**config.mk**
```make
export PLATFORM = sky130hd
export DESIGN_NAME = ldlpc_ctrl
export DESIGN_NICKNAME = d
export VERILOG_FILES = /design/src/hdl/ldlpc_pkg.sv /design/src/hdl/ldlpc_ctrl.sv
export SDC_FILE = /design/constraint.sdc
export NUM_CORES = 1
export LEC_CHECK = 0
export BUFFER_PORTS_ARGS = -buffer_cell sky130_fd_sc_hd__buf_2
export CAP_MARGIN = 20
export CORE_AREA = 2 2 113 115
export CTS_CLUSTER_DIAMETER = 100
export DETAILED_ROUTE_END_ITERATION = 10
export DIE_AREA = 0 0 115 117
export PLACE_DENSITY = 0.58
export SLEW_MARGIN = 20
export SYNTH_ARGS = -nofsm -noshare
export SYNTH_HDL_FRONTEND = slang
export SYNTH_SLANG_ARGS = --single-unit
export TNS_END_PERCENT = 100
```
**constraint.sdc**
```tcl
create_clock -name clk -period 8.65 [get_ports clk]
set_clock_uncertainty 0.1 [all_clocks]
set_input_delay 0 -clock clk [delete_from_list [all_inputs] [get_ports clk]]
set_output_delay 0 -clock clk [all_outputs]
set_load 0.005 [all_outputs]
```
**src/hdl/ldlpc_pkg.sv**
```systemverilog
// Shared constants, types and controller commands of the Levinson-Durbin LPC solver.
// Depends on nothing; every other file of the block but the channel interfaces imports it.
`default_nettype none
package ldlpc_pkg;

	localparam int MAX_ORDER = 32;
	localparam int DEPTH = MAX_ORDER + 1;
	localparam int AW = $clog2(DEPTH);
	localparam int DATA_W = 32;
	localparam int SUM_W = 48;
	localparam int ERR_W = 35;
	localparam int REM_W = 34;
	localparam int QUO_W = 31;
	localparam int DIV_STEPS = QUO_W;
	localparam int F30_W = 34;
	localparam int SAT_W = 35;
	localparam int PRED_W = 31;
	localparam int DCW = $clog2(DIV_STEPS);

	localparam logic [5:0] ORDER_RESET = 6'd22;
	localparam logic signed [DATA_W-1:0] ONE_Q23 = 32'sh0080_0000;
	localparam logic signed [DATA_W-1:0] LAM_MAX = 32'sh7FFF_FFFF;
	localparam logic signed [DATA_W-1:0] LAM_MIN = 32'sh8000_0000;
	localparam logic signed [63:0] ONE_Q60 = 64'sh1000_0000_0000_0000;

	typedef enum logic [1:0] {
		SRC_ONE,
		SRC_LO,
		SRC_HI,
		SRC_AI
	} coef_src_t;

	typedef enum logic [4:0] {
		ST_IDLE,
		ST_INIT,
		ST_INIT2,
		ST_STEP,
		ST_SUM_RD,
		ST_SUM_MUL,
		ST_SUM_ACC,
		ST_DIV_INIT,
		ST_DIV_STEP,
		ST_DIV_FIN,
		ST_UPD_RD,
		ST_UPD_MUL,
		ST_UPD_WR1,
		ST_UPD_WR2,
		ST_AI_WR,
		ST_ERR_F,
		ST_ERR_MUL,
		ST_ERR_UPD,
		ST_FIN,
		ST_OUT_RD,
		ST_OUT_LD
	} state_t;

	typedef struct packed {
		logic          corr_we;
		logic [AW-1:0] corr_addr;
		logic          coef_we;
		coef_src_t     coef_src;
		logic [AW-1:0] coef_waddr;
		logic [AW-1:0] coef_ra;
		logic [AW-1:0] coef_rb;
		logic          err_ld;
		logic          sum_clr;
		logic          sum_mul;
		logic          sum_acc;
		logic          div_init;
		logic          div_step;
		logic          div_fin;
		logic          lam_zero;
		logic          upd_mul;
		logic          ovf_clr;
		logic          fsq_ld;
		logic          f30_ld;
		logic          emul_ld;
		logic          err_upd;
		logic          unst_clr;
		logic          unst_chk;
		logic          out_ld;
		logic          out_last;
		logic [AW-1:0] out_idx;
	} cmd_t;

	typedef struct packed {
		logic err_nonpos;
		logic div_sat;
		logic out_busy;
	} status_t;

endpackage
`default_nettype wire

```
**src/hdl/ldlpc_ctrl.sv**
```systemverilog
// Sequencer of the LPC solver: loads, recursion steps, division and output pacing.
// Depends on ldlpc_pkg; drives the datapath through cmd_t.
`default_nettype none
module ldlpc_ctrl (
	input  wire                  clk,
	input  wire                  arst_n,
	input  wire                  in_valid,
	output logic                 in_ready,
	input  wire                  cfg_valid,
	input  wire  [5:0]           cfg_order,
	input  ldlpc_pkg::status_t   status,
	output ldlpc_pkg::cmd_t      cmd
);
	import ldlpc_pkg::*;

	state_t state_q, state_d;
	logic [5:0] order_q;
	logic [AW-1:0] n_q, i_q, j_q, k_q, load_q;
	logic [DCW-1:0] dcnt_q;
	logic [AW-1:0] n_eff, load_idx, i_minus_j;
	logic accept;

	always_comb begin
		n_eff = order_q[AW-1:0];
		if (order_q == 6'd0) begin
			n_eff = AW'(1);
		end else if (order_q > 6'(MAX_ORDER)) begin
			n_eff = AW'(MAX_ORDER);
		end
	end

	assign load_idx = (load_q > AW'(MAX_ORDER)) ? '0 : load_q;
	assign i_minus_j = i_q - j_q;
	assign in_ready = (state_q == ST_IDLE);
	assign accept = in_ready && in_valid;

	always_comb begin
		state_d = state_q;
		case (state_q)
			ST_IDLE: begin
				if (accept && (load_idx + AW'(1) >= n_eff + AW'(1))) begin
					state_d = ST_INIT;
				end
			end
			ST_INIT: state_d = ST_INIT2;
			ST_INIT2: state_d = ST_STEP;
			ST_STEP: begin
				if (status.err_nonpos) begin
					state_d = (i_q >= AW'(2)) ? ST_UPD_RD : ST_AI_WR;
				end else begin
					state_d = ST_SUM_RD;
				end
			end
			ST_SUM_RD: state_d = ST_SUM_MUL;
			ST_SUM_MUL: state_d = ST_SUM_ACC;
			ST_SUM_ACC: state_d = (j_q == i_q) ? ST_DIV_INIT : ST_SUM_RD;
			ST_DIV_INIT: begin
				if (status.div_sat) begin
					state_d = (i_q >= AW'(2)) ? ST_UPD_RD : ST_AI_WR;
				end else begin
					state_d = ST_DIV_STEP;
				end
			end
			ST_DIV_STEP: state_d = (dcnt_q == DCW'(DIV_STEPS - 1)) ? ST_DIV_FIN : ST_DIV_STEP;
			ST_DIV_FIN: state_d = (i_q >= AW'(2)) ? ST_UPD_RD : ST_AI_WR;
			ST_UPD_RD: state_d = ST_UPD_MUL;
			ST_UPD_MUL: state_d = ST_UPD_WR1;
			ST_UPD_WR1: state_d = ST_UPD_WR2;
			ST_UPD_WR2: state_d = (j_q == (i_q >> 1)) ? ST_AI_WR : ST_UPD_RD;
			ST_AI_WR: state_d = ST_ERR_F;
			ST_ERR_F: state_d = ST_ERR_MUL;
			ST_ERR_MUL: state_d = ST_ERR_UPD;
			ST_ERR_UPD: state_d = (i_q == n_q) ? ST_FIN : ST_STEP;
			ST_FIN: state_d = ST_OUT_RD;
			ST_OUT_RD: state_d = status.out_busy ? ST_OUT_RD : ST_OUT_LD;
			ST_OUT_LD: state_d = (k_q == n_q) ? ST_IDLE : ST_OUT_RD;
			default: state_d = ST_IDLE;
		endcase
	end

	always_comb begin
		cmd = '0;
		cmd.coef_src = SRC_ONE;
		cmd.corr_addr = j_q;
		cmd.coef_ra = i_minus_j;
		cmd.coef_rb = i_minus_j;
		cmd.coef_waddr = j_q;
		cmd.out_idx = k_q;
		case (state_q)
			ST_IDLE: begin
				cmd.corr_addr = load_idx;
				cmd.corr_we = accept;
			end
			ST_INIT: begin
				cmd.corr_addr = '0;
				cmd.coef_we = 1'b1;
				cmd.coef_src = SRC_ONE;
				cmd.coef_waddr = '0;
				cmd.ovf_clr = 1'b1;
				cmd.unst_clr = 1'b1;
			end
			ST_INIT2: cmd.err_ld = 1'b1;
			ST_STEP: begin
				cmd.unst_chk = 1'b1;
				cmd.lam_zero = status.err_nonpos;
				cmd.sum_clr = 1'b1;
			end
			ST_SUM_MUL: cmd.sum_mul = 1'b1;
			ST_SUM_ACC: cmd.sum_acc = 1'b1;
			ST_DIV_INIT: cmd.div_init = 1'b1;
			ST_DIV_STEP: cmd.div_step = 1'b1;
			ST_DIV_FIN: cmd.div_fin = 1'b1;
			ST_UPD_RD: cmd.coef_ra = j_q;
			ST_UPD_MUL: cmd.upd_mul = 1'b1;
			ST_UPD_WR1: begin
				cmd.coef_we = 1'b1;
				cmd.coef_src = SRC_LO;
				cmd.coef_waddr = j_q;
			end
			ST_UPD_WR2: begin
				cmd.coef_we = 1'b1;
				cmd.coef_src = SRC_HI;
				cmd.coef_waddr = i_minus_j;
			end
			ST_AI_WR: begin
				cmd.coef_we = 1'b1;
				cmd.coef_src = SRC_AI;
				cmd.coef_waddr = i_q;
				cmd.fsq_ld = 1'b1;
			end
			ST_ERR_F: cmd.f30_ld = 1'b1;
			ST_ERR_MUL: cmd.emul_ld = 1'b1;
			ST_ERR_UPD: cmd.err_upd = 1'b1;
			ST_FIN: cmd.unst_chk = 1'b1;
			ST_OUT_RD: cmd.coef_ra = k_q;
			ST_OUT_LD: begin
				cmd.coef_ra = k_q;
				cmd.out_ld = 1'b1;
				cmd.out_last = (k_q == n_q);
			end
			default: ;
		endcase
	end

	always_ff @(posedge clk or negedge arst_n) begin
		if (!arst_n) begin
			state_q <= ST_IDLE;
			order_q <= ORDER_RESET;
			n_q <= AW'(1);
			i_q <= '0;
			j_q <= '0;
			k_q <= '0;
			load_q <= '0;
			dcnt_q <= '0;
		end else begin
			state_q <= state_d;
			if (cfg_valid) begin
				order_q <= cfg_order;
			end
			case (state_q)
				ST_IDLE: begin
					if (accept) begin
						if (load_idx + AW'(1) >= n_eff + AW'(1)) begin
							load_q <= '0;
							n_q <= n_eff;
							i_q <= AW'(1);
						end else begin
							load_q <= load_idx + AW'(1);
						end
					end
				end
				ST_STEP: j_q <= AW'(1);
				ST_SUM_ACC: begin
					if (j_q == i_q) begin
						j_q <= AW'(1);
					end else begin
						j_q <= j_q + AW'(1);
					end
				end
				ST_DIV_INIT: dcnt_q <= '0;
				ST_DIV_STEP: dcnt_q <= dcnt_q + DCW'(1);
				ST_UPD_WR2: j_q <= j_q + AW'(1);
				ST_ERR_UPD: i_q <= i_q + AW'(1);
				ST_FIN: k_q <= '0;
				ST_OUT_LD: k_q <= k_q + AW'(1);
				default: ;
			endcase
		end
	end

endmodule
`default_nettype wire

```
==> metrics.md <==
| Metric | Value |
|---|---|
| Die X-Extent | `115 um` |
| Setup Crit Path Kind | `flip-flop to flip-flop` |
| Power Density | `313 nW/um^2` |
| Cell Area, Synth | `3620 sq um` |
| GPL Wtd Cong | `0.908` |
| Die Footprint | `13,500 sq um` |
| Synth Area in Simple Gates | `23.9%` |
| Unrepaired setup endpoints after global routing | `false` |
| Max FO, Critical Path | `9` |
| Fillers | `1,278` |
| Req. time, crit path | `8720 ps` |
| Max Cap Viol | `0` |
| Largest net degree at the start of global routing | `47` |
| IO buf count | `65` |
| Worst Path Arrival | `3240 ps` |
| Routed via count | `3,420` |
| Layout cells sized above 1 | `21.1%` |
| Relative slew slack | `48.2%` |
| Max IR drop VDD | `0.000150 V` |
| Total CTS buffers | `5` |
| Maximum clock insertion buffer count | `2` |
| Post-synthesis xor/xnor area fraction | `8.23%` |
| Sequential area share after synthesis | `32.0%` |
| CP delay by family, top | `simple AND/OR/NAND/NOR gates` |
| Final worst slack | `5480 ps` |
| Number of synthesized flops with an enable pin | `0` |
| Crit. End Element | `flip-flop` |
| Die Y | `117 um` |
| Cell variety after synth | `59` |
| Tightest Pin Transition | `778 ps` |
| Clk Latency, worst-skew pair | `290 ps` |
| Cell leakage power | `2.08 nW` |
| Min cycle time layout | `3170 ps` |
| Fmax | `316 MHz` |
| GRT Total Usage | `15.5%` |
| Remaining DRCs | `0` |
| Initial Util | `29.4%` |
| Vias in the first global route | `3,245` |
| Status | `finished, final reports clean` |
| H-tree depth | `2` |
| Post-Syn Nets | `461` |
| Initial antenna violation count | `0` |
| Mux share of post-synthesis cell area | `4.56%` |
| Adder-cell share of the synthesized area | `7.12%` |
| Period utilisation layout | `36.6%` |
| Synth Area in Compound Gates | `18.0%` |
| Wire length per cell | `16.4 um` |
| Setup TNS | `0 ps` |
| Yosys warnings | `0` |
| First-pass GRT wire length | `16,700 um` |
| Mapped Avg Cell Area | `8.45 sq um` |
| Num ports | `66` |
| Buffers & Inverters on Critical Path | `0` |
| Routed Wire Length | `10,500 um` |
| Vias per cell | `5.33` |
| Mapped Cells | `428` |
| Clock sink count | `46` |
| Crit path largest cell delay | `530 ps` |
| Area delta synth->final | `19.5%` |
| Slew Limit Fails | `0` |
| Slowest cell on crit path | `or4_1` |
| R2R Setup Slk | `5480 ps` |
| # diodes | `0` |
| Clock transition at path regs | `70 ps` |
| Final hold vios | `0` |
| Hold/Removal Path Class | `primary input to flip-flop` |
| Seq cells post-synth | `46` |
| Place WS | `5470 ps` |
| Post-detail-place hpwl | `8030 um` |
| Drt pass-1 iters | `5` |
| CTS tree | `built` |
| Critical-path cell list | `or4_1, or3_1, o21ai_0, ha_1, a21oi_1, o211ai_1, and2_1, mux2_1` |
| Ys async rst share | `100%` |
| Core box area | `12,300 sq um` |
| Routed Antenna Nets | `0` |
| Layout Nets | `524` |
| Final global-route overflow total | `0` |
| Drt initial violations | `182` |
| Root buffer cell | `clkbuf_16` |
| Endpoints failing setup | `0` |
| Largest family of logic cells by synthesized area | `simple AND/OR/NAND/NOR gates` |
| Top FF cell, synth | `dfrtp_1` |
| Critical Path Start Type | `flip-flop` |
| Site Rows | `41` |
-- cell families (layout without fill, tap and decap cells) --
logic type / Yosys count / count (layout)
AOI/OAI and AO/OA: 97 / 97
xor gates and xnor gates: 34 / 34
adders and majority gates: 20 / 20
buffers and inverters: 51 / 115
DFF: 46 / 46
muxes: 15 / 15
and+or+nand+nor: 165 / 165
-- metal layers --
metal  share of wire (%)  global-route usage [%]  vias up
met3                 4.9                    1.96       14
met5                   0                       0        -
met1                  45                    21.1     1651
li1                    -                       -     1637
met2                  48                    25.9      118
met4                 1.7                    4.42        0
-- registers in the layout, indices dropped and copies added (netlist names) --
name / cells
dcnt_q: 5
i_q: 6
j_q: 6
k_q: 6
load_q: 6
n_q: 6
order_q: 6
state_q: 5
-- cells in the final DEF, fill, tap and decap left out, types with 6 or more instances in the layout --
cell type,count
inv_1,26
a22oi_1,8
nand3_1,15
xnor2_1,18
nor3_1,10
dlygate4sd3_1,14
ha_1,19
and3_1,9
a21oi_1,19
xor2_1,16
nor2_1,36
nor2b_1,9
dfrtp_1,42
o21ai_0,27
nand2_1,40
nand2b_1,6
buf_2,64
a22o_1,9
mux2_2,7
-- worst paths after layout --
kind	start	endpoint	depth (start not counted)
worst max-delay path	load_q[3]	n_q[4]	8
worst min-delay path	status[2]	state_q[3]	3
worst max register to register	load_q[3]	n_q[4]	8
worst min register to register	dcnt_q[4]	dcnt_q[4]	1
max in group asynchronous	arst_n	j_q[0]	2
min in group asynchronous	arst_n	k_q[4]	2
-- what timing repair did --
item | CTS | global route
hold endpoints to repair | 49 | 0
hold buffers | 14 | 0
buffers inserted | 0 | 0
gates resized for setup | 0 | 0
-- through the flow --
stage	std cells	hold WS [ps]	util, %	area (sq um)	power (W)
detailed placement	620	136	32.6	4010	0.00112
global route	642	56.0	35.1	4330	0.00147
floorplan	428	-396	-	3620	0.000878
finish	642	10.2	35.1	4330	0.00135
CTS	642	2.38	35.1	4320	0.00136
global placement	620	135	32.6	4010	0.00111
-- Yosys cell counts, types with 6 or more instances --
master / number / share of area [%]
mux2_2: 7 / 2.2
ha_1: 19 / 6.6
nand2_1: 40 / 4.1
nor2b_1: 9 / 1.6
dfrtp_1: 42 / 29
nor3_1: 10 / 1.4
and3_1: 9 / 1.6
xnor2_1: 18 / 4.4
nor2_1: 36 / 3.7
xor2_1: 16 / 3.9
a22oi_1: 8 / 1.7
inv_1: 26 / 2.7
a22o_1: 9 / 2.2
nand2b_1: 6 / 1.0
a21oi_1: 19 / 2.6
o21ai_0: 27 / 3.7
buf_2: 13 / 1.8
nand3_1: 15 / 2.1
-- worst reg2reg max path: stages, from the launching register on --
cell and delay (ps):
dfrtp_1 450, or4_1 530, or3_1 330, o21ai_0 140
ha_1 320, a21oi_1 310, o211ai_1 220, and2_1 310
mux2_1 360
-- where the power goes --
group / switching, W / total, W / leakage, nW / internal, W
logic: 0.000395 / 0.000718 / 1.42 / 0.000323
clock network: 0.0000894 / 0.000228 / 0.0819 / 0.000138
registers: 0.000135 / 0.000407 / 0.582 / 0.000272
-- final cells by class --
cell class                      instances  area [sq um]  share of cell area [%]
Multi-Input combinational cell        331          2230                    51.7
Sequential cell                        46          1160                    26.7
Timing Repair Buffer                   79           468                    10.8
Tap cell                              150           188                    4.34
Clock buffer                            5           125                    2.89
Inverter                               28           105                    2.43
Clock inverter                          3          48.8                    1.13
Note: power is estimated with default switching activity, not from simulation.
